$ cat src/rtl/core/vdcp_pkg.sv
`default_nettype none
// ----------------------------------------------------------------------------
// vdcp_pkg
// Shared constants and types for the frame checker and command classifier.
// ----------------------------------------------------------------------------
package vdcp_pkg;

  localparam logic [7:0] HEADER_BYTE   = 8'h02;
  localparam logic [7:0] NEW_PROTO_BIT = 8'h80;
  localparam logic [8:0] POS_MAX       = 9'd511;

  // command groups (first command byte)
  localparam logic [7:0] GRP_SYSTEM  = 8'h10;
  localparam logic [7:0] GRP_PRESET  = 8'h20;
  localparam logic [7:0] GRP_SENSE   = 8'h30;

  // second command bytes, per group
  localparam logic [7:0] SUB_STOP        = 8'h00;
  localparam logic [7:0] SUB_PLAY        = 8'h01;
  localparam logic [7:0] SUB_STILL       = 8'h04;
  localparam logic [7:0] SUB_CONTINUE    = 8'h06;
  localparam logic [7:0] SUB_CUE         = 8'h24;
  localparam logic [7:0] SUB_CUE_DATA    = 8'h25;
  localparam logic [7:0] SUB_ACK_A       = 8'h21;
  localparam logic [7:0] SUB_ACK_B       = 8'h22;
  localparam logic [7:0] SUB_PORT_STATUS = 8'h05;
  localparam logic [7:0] SUB_SIZE        = 8'h14;
  localparam logic [7:0] SUB_ID_EXISTS   = 8'h16;
  localparam logic [7:0] SUB_ID_LIST     = 8'h11;
  localparam logic [7:0] SUB_NEXT        = 8'h02;
  localparam logic [7:0] SUB_OPEN_PORT   = 8'h01;

  // frame verdicts
  localparam logic [2:0] ST_OK        = 3'd0;
  localparam logic [2:0] ST_SHORT     = 3'd1;
  localparam logic [2:0] ST_BAD_HDR   = 3'd2;
  localparam logic [2:0] ST_LEN_ERR   = 3'd3;
  localparam logic [2:0] ST_SUM_ERR   = 3'd4;

  // command codes
  localparam logic [3:0] CMD_NAK         = 4'd0;
  localparam logic [3:0] CMD_CUE         = 4'd1;
  localparam logic [3:0] CMD_CUE_DATA    = 4'd2;
  localparam logic [3:0] CMD_PLAY        = 4'd3;
  localparam logic [3:0] CMD_STOP        = 4'd4;
  localparam logic [3:0] CMD_PORT_STATUS = 4'd5;
  localparam logic [3:0] CMD_SIZE        = 4'd6;
  localparam logic [3:0] CMD_ID_EXISTS   = 4'd7;
  localparam logic [3:0] CMD_STILL       = 4'd8;
  localparam logic [3:0] CMD_CONTINUE    = 4'd9;
  localparam logic [3:0] CMD_ID_LIST     = 4'd10;
  localparam logic [3:0] CMD_NEXT        = 4'd11;
  localparam logic [3:0] CMD_OPEN_PORT   = 4'd12;
  localparam logic [3:0] CMD_ACK         = 4'd13;

  typedef struct packed {
    logic [3:0] code;
    logic       chan;
    logic       newp;
  } cls_t;

endpackage
`default_nettype wire

$ cat src/rtl/core/vdcp_cls.sv
`default_nettype none
// ----------------------------------------------------------------------------
// vdcp_cls
// Strips the new-protocol bit and maps a command byte pair to a code.
// ----------------------------------------------------------------------------
module vdcp_cls
  import vdcp_pkg::*;
(
  input  wire logic [7:0] cmd1,
  input  wire logic [7:0] cmd2,
  output cls_t            cls
);

  logic [7:0] c1;

  always_comb begin
    cls = '0;
    c1  = cmd1;
    if (cmd1 > NEW_PROTO_BIT) begin
      c1       = cmd1 - NEW_PROTO_BIT;
      cls.newp = 1'b1;
    end
    case (c1)
      GRP_SYSTEM: begin
        case (cmd2)
          SUB_STOP:     begin cls.code = CMD_STOP;     cls.chan = 1'b1; end
          SUB_PLAY:     begin cls.code = CMD_PLAY;     cls.chan = 1'b1; end
          SUB_STILL:    begin cls.code = CMD_STILL;    cls.chan = 1'b1; end
          SUB_CONTINUE: begin cls.code = CMD_CONTINUE; cls.chan = 1'b1; end
          default: cls.code = CMD_NAK;
        endcase
      end
      GRP_PRESET: begin
        case (cmd2)
          SUB_CUE:      begin cls.code = CMD_CUE;      cls.chan = 1'b1; end
          SUB_CUE_DATA: begin cls.code = CMD_CUE_DATA; cls.chan = 1'b1; end
          SUB_ACK_A: cls.code = CMD_ACK;
          SUB_ACK_B: cls.code = CMD_ACK;
          default: cls.code = CMD_NAK;
        endcase
      end
      GRP_SENSE: begin
        case (cmd2)
          SUB_PORT_STATUS: begin cls.code = CMD_PORT_STATUS; cls.chan = 1'b1; end
          SUB_SIZE:      cls.code = CMD_SIZE;
          SUB_ID_EXISTS: cls.code = CMD_ID_EXISTS;
          SUB_ID_LIST:   cls.code = CMD_ID_LIST;
          SUB_NEXT:      cls.code = CMD_NEXT;
          SUB_OPEN_PORT: cls.code = CMD_OPEN_PORT;
          default: cls.code = CMD_NAK;
        endcase
      end
      default: cls.code = CMD_NAK;
    endcase
  end

endmodule
`default_nettype wire

$ cat src/rtl/core/vdcp_frame_check_classify_core.sv
`default_nettype none
// ----------------------------------------------------------------------------
// vdcp_frame_check_classify_core
// Checks VDCP frames byte by byte and classifies valid commands.
// ----------------------------------------------------------------------------
// result: an end-of-message byte is held in the input register, then its verdict is registered
// throughput: one byte per cycle, set by the input register and result register
// pair; a waiting result stalls input only once both registers are full
// reset: synchronous rst clears the byte counter, frame state, the stored
// open port data and both valid flags
module vdcp_frame_check_classify_core
  import vdcp_pkg::*;
(
  input  wire logic        clk,
  input  wire logic        rst,
  input  wire logic        in_valid,
  output logic             in_ready,
  input  wire logic [7:0]  data_byte,
  input  wire logic        end_of_message,
  output logic             out_valid,
  input  wire logic        out_ready,
  output logic [2:0]       frame_status,
  output logic [3:0]       command_code,
  output logic             channel_command,
  output logic             new_protocol,
  output logic             open_port_known,
  output logic [15:0]      open_port_data
);

  // input register
  logic       s1_valid;
  logic [7:0] s1_byte;
  logic       s1_eom;

  // frame state
  logic [8:0]  byte_position;
  logic [7:0]  header_value;
  logic [7:0]  declared_count;
  logic [7:0]  running_sum;
  logic [7:0]  first_command;
  logic [7:0]  second_command;
  logic [15:0] pending_port_data;
  logic [15:0] stored_port_data;
  logic        stored_port_valid;

  logic [8:0]  total;
  logic [7:0]  header_next;
  logic [7:0]  count_next;
  logic [7:0]  sum_next;
  logic [7:0]  cmd1_next;
  logic [7:0]  cmd2_next;
  logic [15:0] pending_next;
  logic [8:0]  count_p1;
  logic [9:0]  count_p3;
  logic [2:0]  status;
  logic        advance;
  cls_t        cls;

  assign advance  = s1_valid && (!out_valid || out_ready);
  assign in_ready = !s1_valid || advance;

  assign count_p1 = {1'b0, declared_count} + 9'd1;

  always_comb begin
    header_next  = header_value;
    sum_next     = running_sum + s1_byte;
    count_next   = declared_count;
    cmd1_next    = first_command;
    cmd2_next    = second_command;
    pending_next = pending_port_data;
    if (byte_position == 9'd0) begin
      header_next  = s1_byte;
      sum_next     = 8'd0;
      pending_next = 16'd0;
    end
    if (byte_position == 9'd1) count_next = s1_byte;
    if (byte_position == 9'd2) cmd1_next = s1_byte;
    if (byte_position == 9'd3) cmd2_next = s1_byte;
    // a data byte beyond the declared count is left at zero
    if (byte_position == 9'd4 && byte_position <= count_p1) pending_next[15:8] = s1_byte;
    if (byte_position == 9'd5 && byte_position <= count_p1) pending_next[7:0] = s1_byte;
    total = (byte_position < POS_MAX) ? byte_position + 9'd1 : POS_MAX;
  end

  assign count_p3 = {2'b00, count_next} + 10'd3;

  always_comb begin
    if (total < 9'd5)                     status = ST_SHORT;
    else if (header_next != HEADER_BYTE)  status = ST_BAD_HDR;
    else if ({1'b0, total} != count_p3)   status = ST_LEN_ERR;
    else if (sum_next != 8'd0)            status = ST_SUM_ERR;
    else                                  status = ST_OK;
  end

  vdcp_cls u_cls (
    .cmd1 (cmd1_next),
    .cmd2 (cmd2_next),
    .cls  (cls)
  );

  always_ff @(posedge clk) begin
    if (rst) begin
      s1_valid          <= 1'b0;
      out_valid         <= 1'b0;
      byte_position     <= 9'd0;
      header_value      <= 8'd0;
      declared_count    <= 8'd0;
      running_sum       <= 8'd0;
      first_command     <= 8'd0;
      second_command    <= 8'd0;
      pending_port_data <= 16'd0;
      stored_port_data  <= 16'd0;
      stored_port_valid <= 1'b0;
    end else begin
      if (in_ready) begin
        s1_valid <= in_valid;
        s1_byte  <= data_byte;
        s1_eom   <= end_of_message;
      end
      if (out_ready) out_valid <= 1'b0;
      if (advance) begin
        header_value      <= header_next;
        declared_count    <= count_next;
        running_sum       <= sum_next;
        first_command     <= cmd1_next;
        second_command    <= cmd2_next;
        pending_port_data <= pending_next;
        byte_position     <= s1_eom ? 9'd0 : total;
        if (s1_eom) begin
          out_valid       <= 1'b1;
          frame_status    <= status;
          command_code    <= CMD_NAK;
          channel_command <= 1'b0;
          new_protocol    <= 1'b0;
          open_port_known <= 1'b0;
          open_port_data  <= 16'd0;
          if (status == ST_OK) begin
            command_code    <= cls.code;
            channel_command <= cls.chan;
            new_protocol    <= cls.newp;
            if (cls.code == CMD_OPEN_PORT) begin
              stored_port_data  <= pending_next;
              stored_port_valid <= 1'b1;
            end
            if (cls.code == CMD_PORT_STATUS) begin
              open_port_known <= stored_port_valid;
              open_port_data  <= stored_port_data;
            end
          end
        end
      end
    end
  end

  // a failed frame carries no command
  a_fail_nak: assert property (@(posedge clk) disable iff (rst)
    out_valid && frame_status != ST_OK |-> command_code == CMD_NAK && !channel_command
      && !new_protocol)
    else $error("failed frame carries a command");

  // port data only comes with a valid port status
  a_port_only_status: assert property (@(posedge clk) disable iff (rst)
    out_valid && (open_port_known || open_port_data != 16'd0)
      |-> frame_status == ST_OK && command_code == CMD_PORT_STATUS)
    else $error("port data outside port status");

  // a result only appears after a message end was taken from the input register
  a_out_source: assert property (@(posedge clk) disable iff (rst)
    !$past(rst) && $rose(out_valid) |-> $past(advance && s1_eom))
    else $error("result without message end");

endmodule
`default_nettype wire

$ cat config.mk
export PLATFORM = sky130hd
export DESIGN_NAME = vdcp_frame_check_classify_core
export DESIGN_NICKNAME = d
export VERILOG_FILES = /design/src/rtl/core/vdcp_pkg.sv /design/src/rtl/core/vdcp_cls.sv /design/src/rtl/core/vdcp_frame_check_classify_core.sv
export SDC_FILE = /design/constraint.sdc
export NUM_CORES = 1
export LEC_CHECK = 0
export BUFFER_PORTS_ARGS = -buffer_cell sky130_fd_sc_hd__clkbuf_2
export CORE_ASPECT_RATIO = 1.4
export CORE_MARGIN = 4
export CORE_UTILIZATION = 55
export DETAILED_ROUTE_END_ITERATION = 8
export GPL_TIMING_DRIVEN = 0
export HOLD_SLACK_MARGIN = 0.02
export PLACE_DENSITY = 0.85
export SLEW_MARGIN = 20
export SYNTH_ARGS = -nofsm -noshare
export SYNTH_HDL_FRONTEND = slang
export SYNTH_HIERARCHICAL = 1
export SYNTH_SLANG_ARGS = --single-unit
export TNS_END_PERCENT = 5
$ cat constraint.sdc
create_clock -name clk -period 6 [get_ports clk]
set_input_delay 0.6 -clock clk [delete_from_list [all_inputs] [get_ports clk]]
set_output_delay 0.6 -clock clk [all_outputs]
set_load 0.02 [all_outputs]
==> results.json, run 1 <==
{
  "gr-max-usage-layer": "met2",
  "timing.final.hold_violations": 0,
  "yosys.area.top_type": "sky130_fd_sc_hd__dfxtp_1",
  "synth_top_area_share_pct": 24.5,
  "maxClockFrequency_mhz": 190,
  "synth_area_leaders": "sky130_fd_sc_hd__dfxtp_1 24%, sky130_fd_sc_hd__edfxtp_1 15%, sky130_fd_sc_hd__nor2_1 5.9%",
  "grt_pass1_wl_um": 28900,
  "wire_per_inst_um": 17.4,
  "vias_per_inst": 6.12,
  "holdBufCountCts": 0,
  "clkLatencyLatePin_ns": 0.42,
  "dp_cells": 1011,
  "routed_wirelength_um": 18100,
  "post_cts_buffers": 0,
  "synthDistinctLibCells": 72,
  "totalNegativeSetupSlack_ns": 0,
  "dominant_combinational_cell_family_by_area_after_synthesis": "simple AND/OR/NAND/NOR gates",
  "cts.clk_slew.worst_paths_ns": 0.06,
  "maxSlewViolCount": 0,
  "htreeDepth": 4,
  "cts_repair_resize_count": 0,
  "unrepaired_setup_endpoints_after_global_routing": "false",
  "cts.path.max_buffers": 2,
  "synth-simple-area-share_pct": 26.2,
  "start_kind": "flop",
  "placeableCoreArea_mm2": 0.0123,
  "grt_antenna_before_repair": 0,
  "drt_iter0_markers": 571,
  "max_cap_viol_count": 0,
  "async_flop_share_pct": 0,
  "design.final.nets": 916,
  "gpl.final_weighted_congestion": 1.02,
  "timing.hold.ws_ns": 0.351,
  "floorplan.rows": 48,
  "setup_violations": 0,
  "synth_fa_ha_area_share_pct": 4.29,
  "met1_track_utilization_from_global_routing_pct": 28.7,
  "synth_cells": 822,
  "area_delta_synth_final_pct": 14.8,
  "crit_arrival_ns": 5.58,
  "drive_above_1_share_pct": 15.3,
  "insertedDiodeCount": 0,
  "largest_net_degree_at_the_start_of_global_routing": 27,
  "clkSinkCount": 119,
  "global_route.overflow_total": 0,
  "use_met3_pct": 6.28,
  "fin_clk_skew_ns": 0.00947,
  "setup_ws_ns": 0.727,
  "worstPathRequired_ns": 6.31,
  "grt_util_all_layers_pct": 25.5,
  "maxSlewHeadroom_pct": 45.0,
  "detailedPlacementHpwl_um": 12600,
  "initial_core_util_pct": 55.9,
  "hp-class": "in2reg",
  "total_number_of_vias": 6383,
  "first_global_vias": 6004,
  "multi_input_area_mm2": 0.00372,
  "groute.layer.met2.usage_pct": 43.5,
  "run_status": "finished clean",
  "syn-cell-area_mm2": 0.00688,
  "cts-buffers-inserted": 17,
  "avg_cell_area_syn_um2": 8.37,
  "design.portCount": 41,
  "yosysWarningCount": 6,
  "dp_worst_setup_slack_ns": 0.949,
  "critPathCaptureType": "flop",
  "die-width_um": 103,
  "fillCellCount": 988,
  "design.die.area_mm2": 0.0144,
  "ys_top_cells_by_count": "109 x sky130_fd_sc_hd__nor2_1, 84 x sky130_fd_sc_hd__dfxtp_1, 82 x sky130_fd_sc_hd__nand2_1",
  "synth_compound_gate_area_share_pct": 16.0,
  "synth.net_count": 858,
  "synth.ff_latch_count": 119,
  "synth-xor-area-share_pct": 3.80,
  "register_area_mm2": 0.00273,
  "tritoncts": "done",
  "synth_sequential_area_ratio_pct": 39.7,
  "ant_nets": 0,
  "final_core_utilization_pct": 64.1,
  "period_share_pct": 87.9,
  "yosysMostFrequentCell": "sky130_fd_sc_hd__nor2_1",
  "postSynth.topFlopCell": "sky130_fd_sc_hd__dfxtp_1",
  "crit_path_max_fanout": 10,
  "drc": 0,
  "static-leakage-power_nw": 2.82,
  "synth_mux_area_share_pct": 3.80,
  "critPathKind": "reg2reg",
  "numPortBuffers": 39,
  "post_layout_nonfiller_instances": 1043,
  "die_y_um": 140,
  "final.min_clock_period_ns": 5.27,
  "p_per_area_mw_per_mm2": 267,
  "max-vdd-ir-drop_v": 0.000228,
  "post_synth_edffs": 35,
  "drt_first_pass_iters": 5,
  "ctsRootBufferMaster": "sky130_fd_sc_hd__clkbuf_16",
  "worstMarginPinSlew_ns": 0.817
}
[per-stage QoR]
step / power (mW) / instance area, µm²
after global placement: 1.03 / 7260
after global routing: 2.16 / 7890
after floorplan: 0.989 / 6880
final: 2.11 / 7890
after detailed placement: 1.04 / 7270
after CTS: 2.11 / 7890
[metal layers]
layer / wire length (µm) / up-vias / part of all wire, %
met2: 8880 / 307 / 49
met4: 975 / 0 / 5.4
met3: 1300 / 88 / 7.2
met5: 0 / - / 0
met1: 6950 / 2949 / 38
li1: - / 3039 / -
[final timing paths]
check | cells past startpoint | end | from | slack (ns)
hold reg to reg | 2 | first_command[5] | first_command[5] | 0.46
hold / removal | 1 | s1_byte[2] | data_byte[2] | 0.35
setup / recovery | 21 | stored_port_data[12] | byte_position[4] | 0.73
setup reg to reg | 21 | stored_port_data[12] | byte_position[4] | 0.73
[state kept, by name (all words and copies together), names as in the netlist, 3 cells and up]
signal	flops
open_port_data	16
pending_port_data	16
stored_port_data	16
byte_position	9
declared_count	8
first_command	8
header_value	8
running_sum	8
s1_byte	8
second_command	8
command_code	4
frame_status	3
[critical path, stage by stage, from the launching register on]
cell,delay (ns)
sky130_fd_sc_hd__dfxtp_1,0.33
sky130_fd_sc_hd__buf_6,0.14
sky130_fd_sc_hd__or4_4,0.49
sky130_fd_sc_hd__buf_2,0.20
sky130_fd_sc_hd__nor3_1,0.35
sky130_fd_sc_hd__nand2_1,0.28
sky130_fd_sc_hd__clkbuf_1,0.28
sky130_fd_sc_hd__nand2_1,0.11
sky130_fd_sc_hd__o21ai_0,0.14
sky130_fd_sc_hd__buf_6,0.18
sky130_fd_sc_hd__nor3_1,0.39
sky130_fd_sc_hd__nand3_1,0.21
sky130_fd_sc_hd__a21oi_1,0.17
sky130_fd_sc_hd__a21oi_1,0.07
sky130_fd_sc_hd__a31oi_1,0.30
sky130_fd_sc_hd__inv_1,0.09
sky130_fd_sc_hd__nand4_1,0.18
sky130_fd_sc_hd__nor4_1,0.07
sky130_fd_sc_hd__nand4bb_1,0.12
sky130_fd_sc_hd__clkbuf_1,0.37
sky130_fd_sc_hd__buf_2,0.32
sky130_fd_sc_hd__mux2_2,0.36
[placed cells by master, fill, tap and decap left out, drive strengths merged, types with 9 or more instances in the layout]
| cell type | Yosys | layout |
|---|---|---|
| mux2 | 17 | 17 |
| nor2 | 110 | 110 |
| nor4 | 9 | 9 |
| clkbuf | 43 | 99 |
| nand4 | 12 | 12 |
| buf | 16 | 16 |
| a21oi | 59 | 59 |
| nor3 | 37 | 37 |
| a22oi | 29 | 29 |
| or2 | 12 | 12 |
| edfxtp | 35 | 35 |
| xor2 | 13 | 13 |
| ha | 22 | 22 |
| inv | 42 | 44 |
| xnor2 | 9 | 9 |
| a31oi | 12 | 12 |
| nand2 | 82 | 82 |
| dfxtp | 84 | 84 |
| o21ai | 33 | 33 |
| nand3 | 37 | 37 |
[area by class of cell]
class	count	share of cell area, %
Multi-Input combinational cell	602	47.2
Sequential cell	119	34.6
Clock buffer	17	5.39
Buffer	59	3.42
Clock inverter	15	2.55
Timing Repair Buffer	39	2.47
Tap cell	150	2.38
Inverter	42	2.00
[report_power, final]
| part | total [mW] | leakage, nW | internal [mW] | switching, mW |
|---|---|---|---|---|
| Combinational | 0.171 | 1.55 | 0.0561 | 0.115 |
| Clock | 1.09 | 0.290 | 0.695 | 0.390 |
| Sequential | 0.855 | 0.978 | 0.843 | 0.0122 |
| Total | 2.11 | 2.82 | 1.59 | 0.517 |
[kinds of logic (layout without fill, tap and decap cells)]
logic type,count (synthesis),count (layout)
flops,119,119
fa+ha+maj,23,23
simple gates,355,355
mux,24,24
buf+inv,101,172
compound gates,175,175
xor+xnor,25,25
Power figures use the tool's default switching activity.
==> inputs of run 2 (changes only) <==
--- a/config.mk
+++ b/config.mk
@@ -13,6 +13,7 @@
 export GPL_TIMING_DRIVEN = 0
 export HOLD_SLACK_MARGIN = 0.02
 export PLACE_DENSITY = 0.85
+export RECOVER_POWER = 50
 export SLEW_MARGIN = 20
 export SYNTH_ARGS = -nofsm -noshare
 export SYNTH_HDL_FRONTEND = slang
==> constraint.sdc (replaced) <==
create_clock -name clk -period 5.35 [get_ports clk]
set_input_delay 0.535 -clock clk [delete_from_list [all_inputs] [get_ports clk]]
set_output_delay 0.535 -clock clk [all_outputs]
set_load 0.02 [all_outputs]
==> run 2 against run 1 <==
Against the previous run: the flow now finishes with violations (capacitance limit, slew limit); first-iteration DRC count is 16% lower; final cell count unchanged; worst hold slack worse by 0.066 ns; clock-buffer cell count is the same; sequential share of layout area up 0.14 points; clock power rose by 11%; design area decreased by 0.40%; setup slack got worse by 0.33 ns; register-to-register slack got worse by 0.33 ns; maximum frequency rose by 6.5%; non-clock buffer count unchanged; critical endpoint unchanged; largest cell class unchanged; highest routed layer unchanged.
==> results.json, run 2 (same netlist as run 1, synthesis figures left out) <==
{
  "cts.path.max_buffers": 2,
  "htreeDepth": 4,
  "area_delta_synth_final_pct": 14.3,
  "grt_pass1_wl_um": 28900,
  "numPortBuffers": 39,
  "grt_util_all_layers_pct": 25.5,
  "setup_ws_ns": 0.397,
  "wire_per_inst_um": 17.5,
  "critPathKind": "reg2reg",
  "tritoncts": "done",
  "cts.clk_slew.worst_paths_ns": 0.06,
  "placeableCoreArea_mm2": 0.0123,
  "run_status": "complete, but fails checks",
  "routed_wirelength_um": 18200,
  "critPathCaptureType": "flop",
  "floorplan.rows": 48,
  "first_global_vias": 6004,
  "reg_to_reg_startpoint": "byte_position[4]",
  "period_share_pct": 92.6,
  "crit_path_max_fanout": 10,
  "global_route.overflow_total": 0,
  "p_per_area_mw_per_mm2": 301,
  "timing.final.hold_violations": 0,
  "unrepaired_setup_endpoints_after_global_routing": "false",
  "ff2ff_path_depth": 19,
  "dp_worst_setup_slack_ns": 0.299,
  "holdBufCountCts": 0,
  "r2r_endpoint": "stored_port_data[12]",
  "grt_antenna_before_repair": 0,
  "fillCellCount": 982,
  "ff2ff_setup_slack_ns": 0.40,
  "start_kind": "flop",
  "worstPathRequired_ns": 5.66,
  "maxClockFrequency_mhz": 202,
  "timing.critical_path.to": "stored_port_data[12]",
  "design.die.area_mm2": 0.0144,
  "design.portCount": 41,
  "clkLatencyLatePin_ns": 0.42,
  "clkSinkCount": 119,
  "layout_common_cells": "109 x sky130_fd_sc_hd__nor2_1, 84 x sky130_fd_sc_hd__dfxtp_1, 82 x sky130_fd_sc_hd__nand2_1, 74 x sky130_fd_sc_hd__clkbuf_1, 59 x sky130_fd_sc_hd__a21oi_1",
  "max-vdd-ir-drop_v": 0.000255,
  "drt_iter0_markers": 480,
  "largest_net_degree_at_the_start_of_global_routing": 27,
  "fin_clk_skew_ns": 0.00959,
  "final_core_utilization_pct": 63.9,
  "final_common_cell": "sky130_fd_sc_hd__nor2_1",
  "total_power_mw": 2.36,
  "max_cap_viol_count": 1,
  "dp_cells": 1011,
  "ant_nets": 0,
  "detailedPlacementHpwl_um": 12600,
  "crit_arrival_ns": 5.26,
  "design.final.nets": 916,
  "cts-buffers-inserted": 17,
  "insertedDiodeCount": 0,
  "post_layout_nonfiller_instances": 1043,
  "drive_above_1_share_pct": 12.2,
  "drc": 0,
  "reg_top3": "open_port_data x16, pending_port_data x16, stored_port_data x16",
  "maxSlewHeadroom_pct": -38.1,
  "worstMarginPinSlew_ns": 2.06,
  "vias_per_inst": 6.19,
  "gpl.final_weighted_congestion": 1.02,
  "setup_violations": 0,
  "maxSlewViolCount": 27,
  "die-width_um": 103,
  "failing_checks": "capacitance limit, slew limit",
  "final.min_clock_period_ns": 4.95,
  "static-leakage-power_nw": 2.74,
  "drt_first_pass_iters": 5,
  "total_number_of_vias": 6452,
  "hp-class": "in2reg",
  "totalNegativeSetupSlack_ns": 0,
  "die_y_um": 140,
  "critPathLaunch": "byte_position[4]",
  "initial_core_util_pct": 55.9,
  "ctsRootBufferMaster": "sky130_fd_sc_hd__clkbuf_16"
}
==> run 2: what timing repair did <==
| item | 4_1_cts | 5_1_grt |
|---|---|---|
| setup buffers | 0 | 1 |
| gates resized for setup | 0 | 2 |
| endpoints found under the setup margin | 0 | 9 |
==> run 2: how the worst min path moves through the flow <==
stage               depth (start not counted)             from         endpoint
finish                                      1     data_byte[1]       s1_byte[1]
global route                                1     data_byte[2]       s1_byte[2]
CTS                                         1     data_byte[2]       s1_byte[2]
detailed placement                          2  header_value[1]  header_value[1]
global placement                            2  header_value[1]  header_value[1]
floorplan                                   2  header_value[1]  header_value[1]
==> run 2: power breakdown <==
part | leakage [nW] | switching, mW | total [mW] | internal [mW]
logic | 1.48 | 0.129 | 0.190 | 0.0616
clock network | 0.290 | 0.436 | 1.21 | 0.779
registers | 0.978 | 0.0138 | 0.959 | 0.946
total | 2.74 | 0.578 | 2.36 | 1.79
==> run 2: metal layers <==
layer / track usage [%] / routed length (µm) / part of all wire, %
met1: 28.7 / 6970 / 38
met4: 13.8 / 913 / 5.0
met3: 6.28 / 1320 / 7.3
met2: 43.5 / 9010 / 49
met5: 0 / 0 / 0
==> run 2: layout make-up <==
type / count / area [µm²] / area share [%]
Buffer: 58 / 264 / 3.36
Timing Repair Buffer: 40 / 168 / 2.13
Tap cell: 150 / 188 / 2.39
Multi-Input combinational cell: 602 / 3730 / 47.4
Clock inverter: 15 / 201 / 2.56
Sequential cell: 119 / 2730 / 34.8
Clock buffer: 17 / 425 / 5.41
Inverter: 42 / 158 / 2.01
==> run 2: worst max-delay path: stages (launching register included) <==
cell	delay [ns]
sky130_fd_sc_hd__dfxtp_1	0.33
sky130_fd_sc_hd__buf_6	0.14
sky130_fd_sc_hd__or4_4	0.49
sky130_fd_sc_hd__buf_2	0.20
sky130_fd_sc_hd__nor3_1	0.36
sky130_fd_sc_hd__nand2_1	0.28
sky130_fd_sc_hd__clkbuf_1	0.28
sky130_fd_sc_hd__nand2_1	0.11
sky130_fd_sc_hd__o21ai_0	0.21
sky130_fd_sc_hd__or3_4	0.46
sky130_fd_sc_hd__nor2_2	0.13
sky130_fd_sc_hd__nand2_1	0.09
sky130_fd_sc_hd__or3_1	0.30
sky130_fd_sc_hd__a31oi_1	0.24
sky130_fd_sc_hd__inv_1	0.09
sky130_fd_sc_hd__nand4_1	0.18
sky130_fd_sc_hd__nor4_1	0.07
sky130_fd_sc_hd__nand4bb_1	0.21
sky130_fd_sc_hd__buf_2	0.29
sky130_fd_sc_hd__mux2_2	0.36
==> run 2: per-stage QoR <==
step	area [µm²]	hold slack, ns
2_1_floorplan	6880	0.432
3_3_place_gp	7260	0.441
3_5_place_dp	7270	0.446
4_1_cts	7890	0.282
5_1_grt	7860	0.278
6_report	7860	0.285
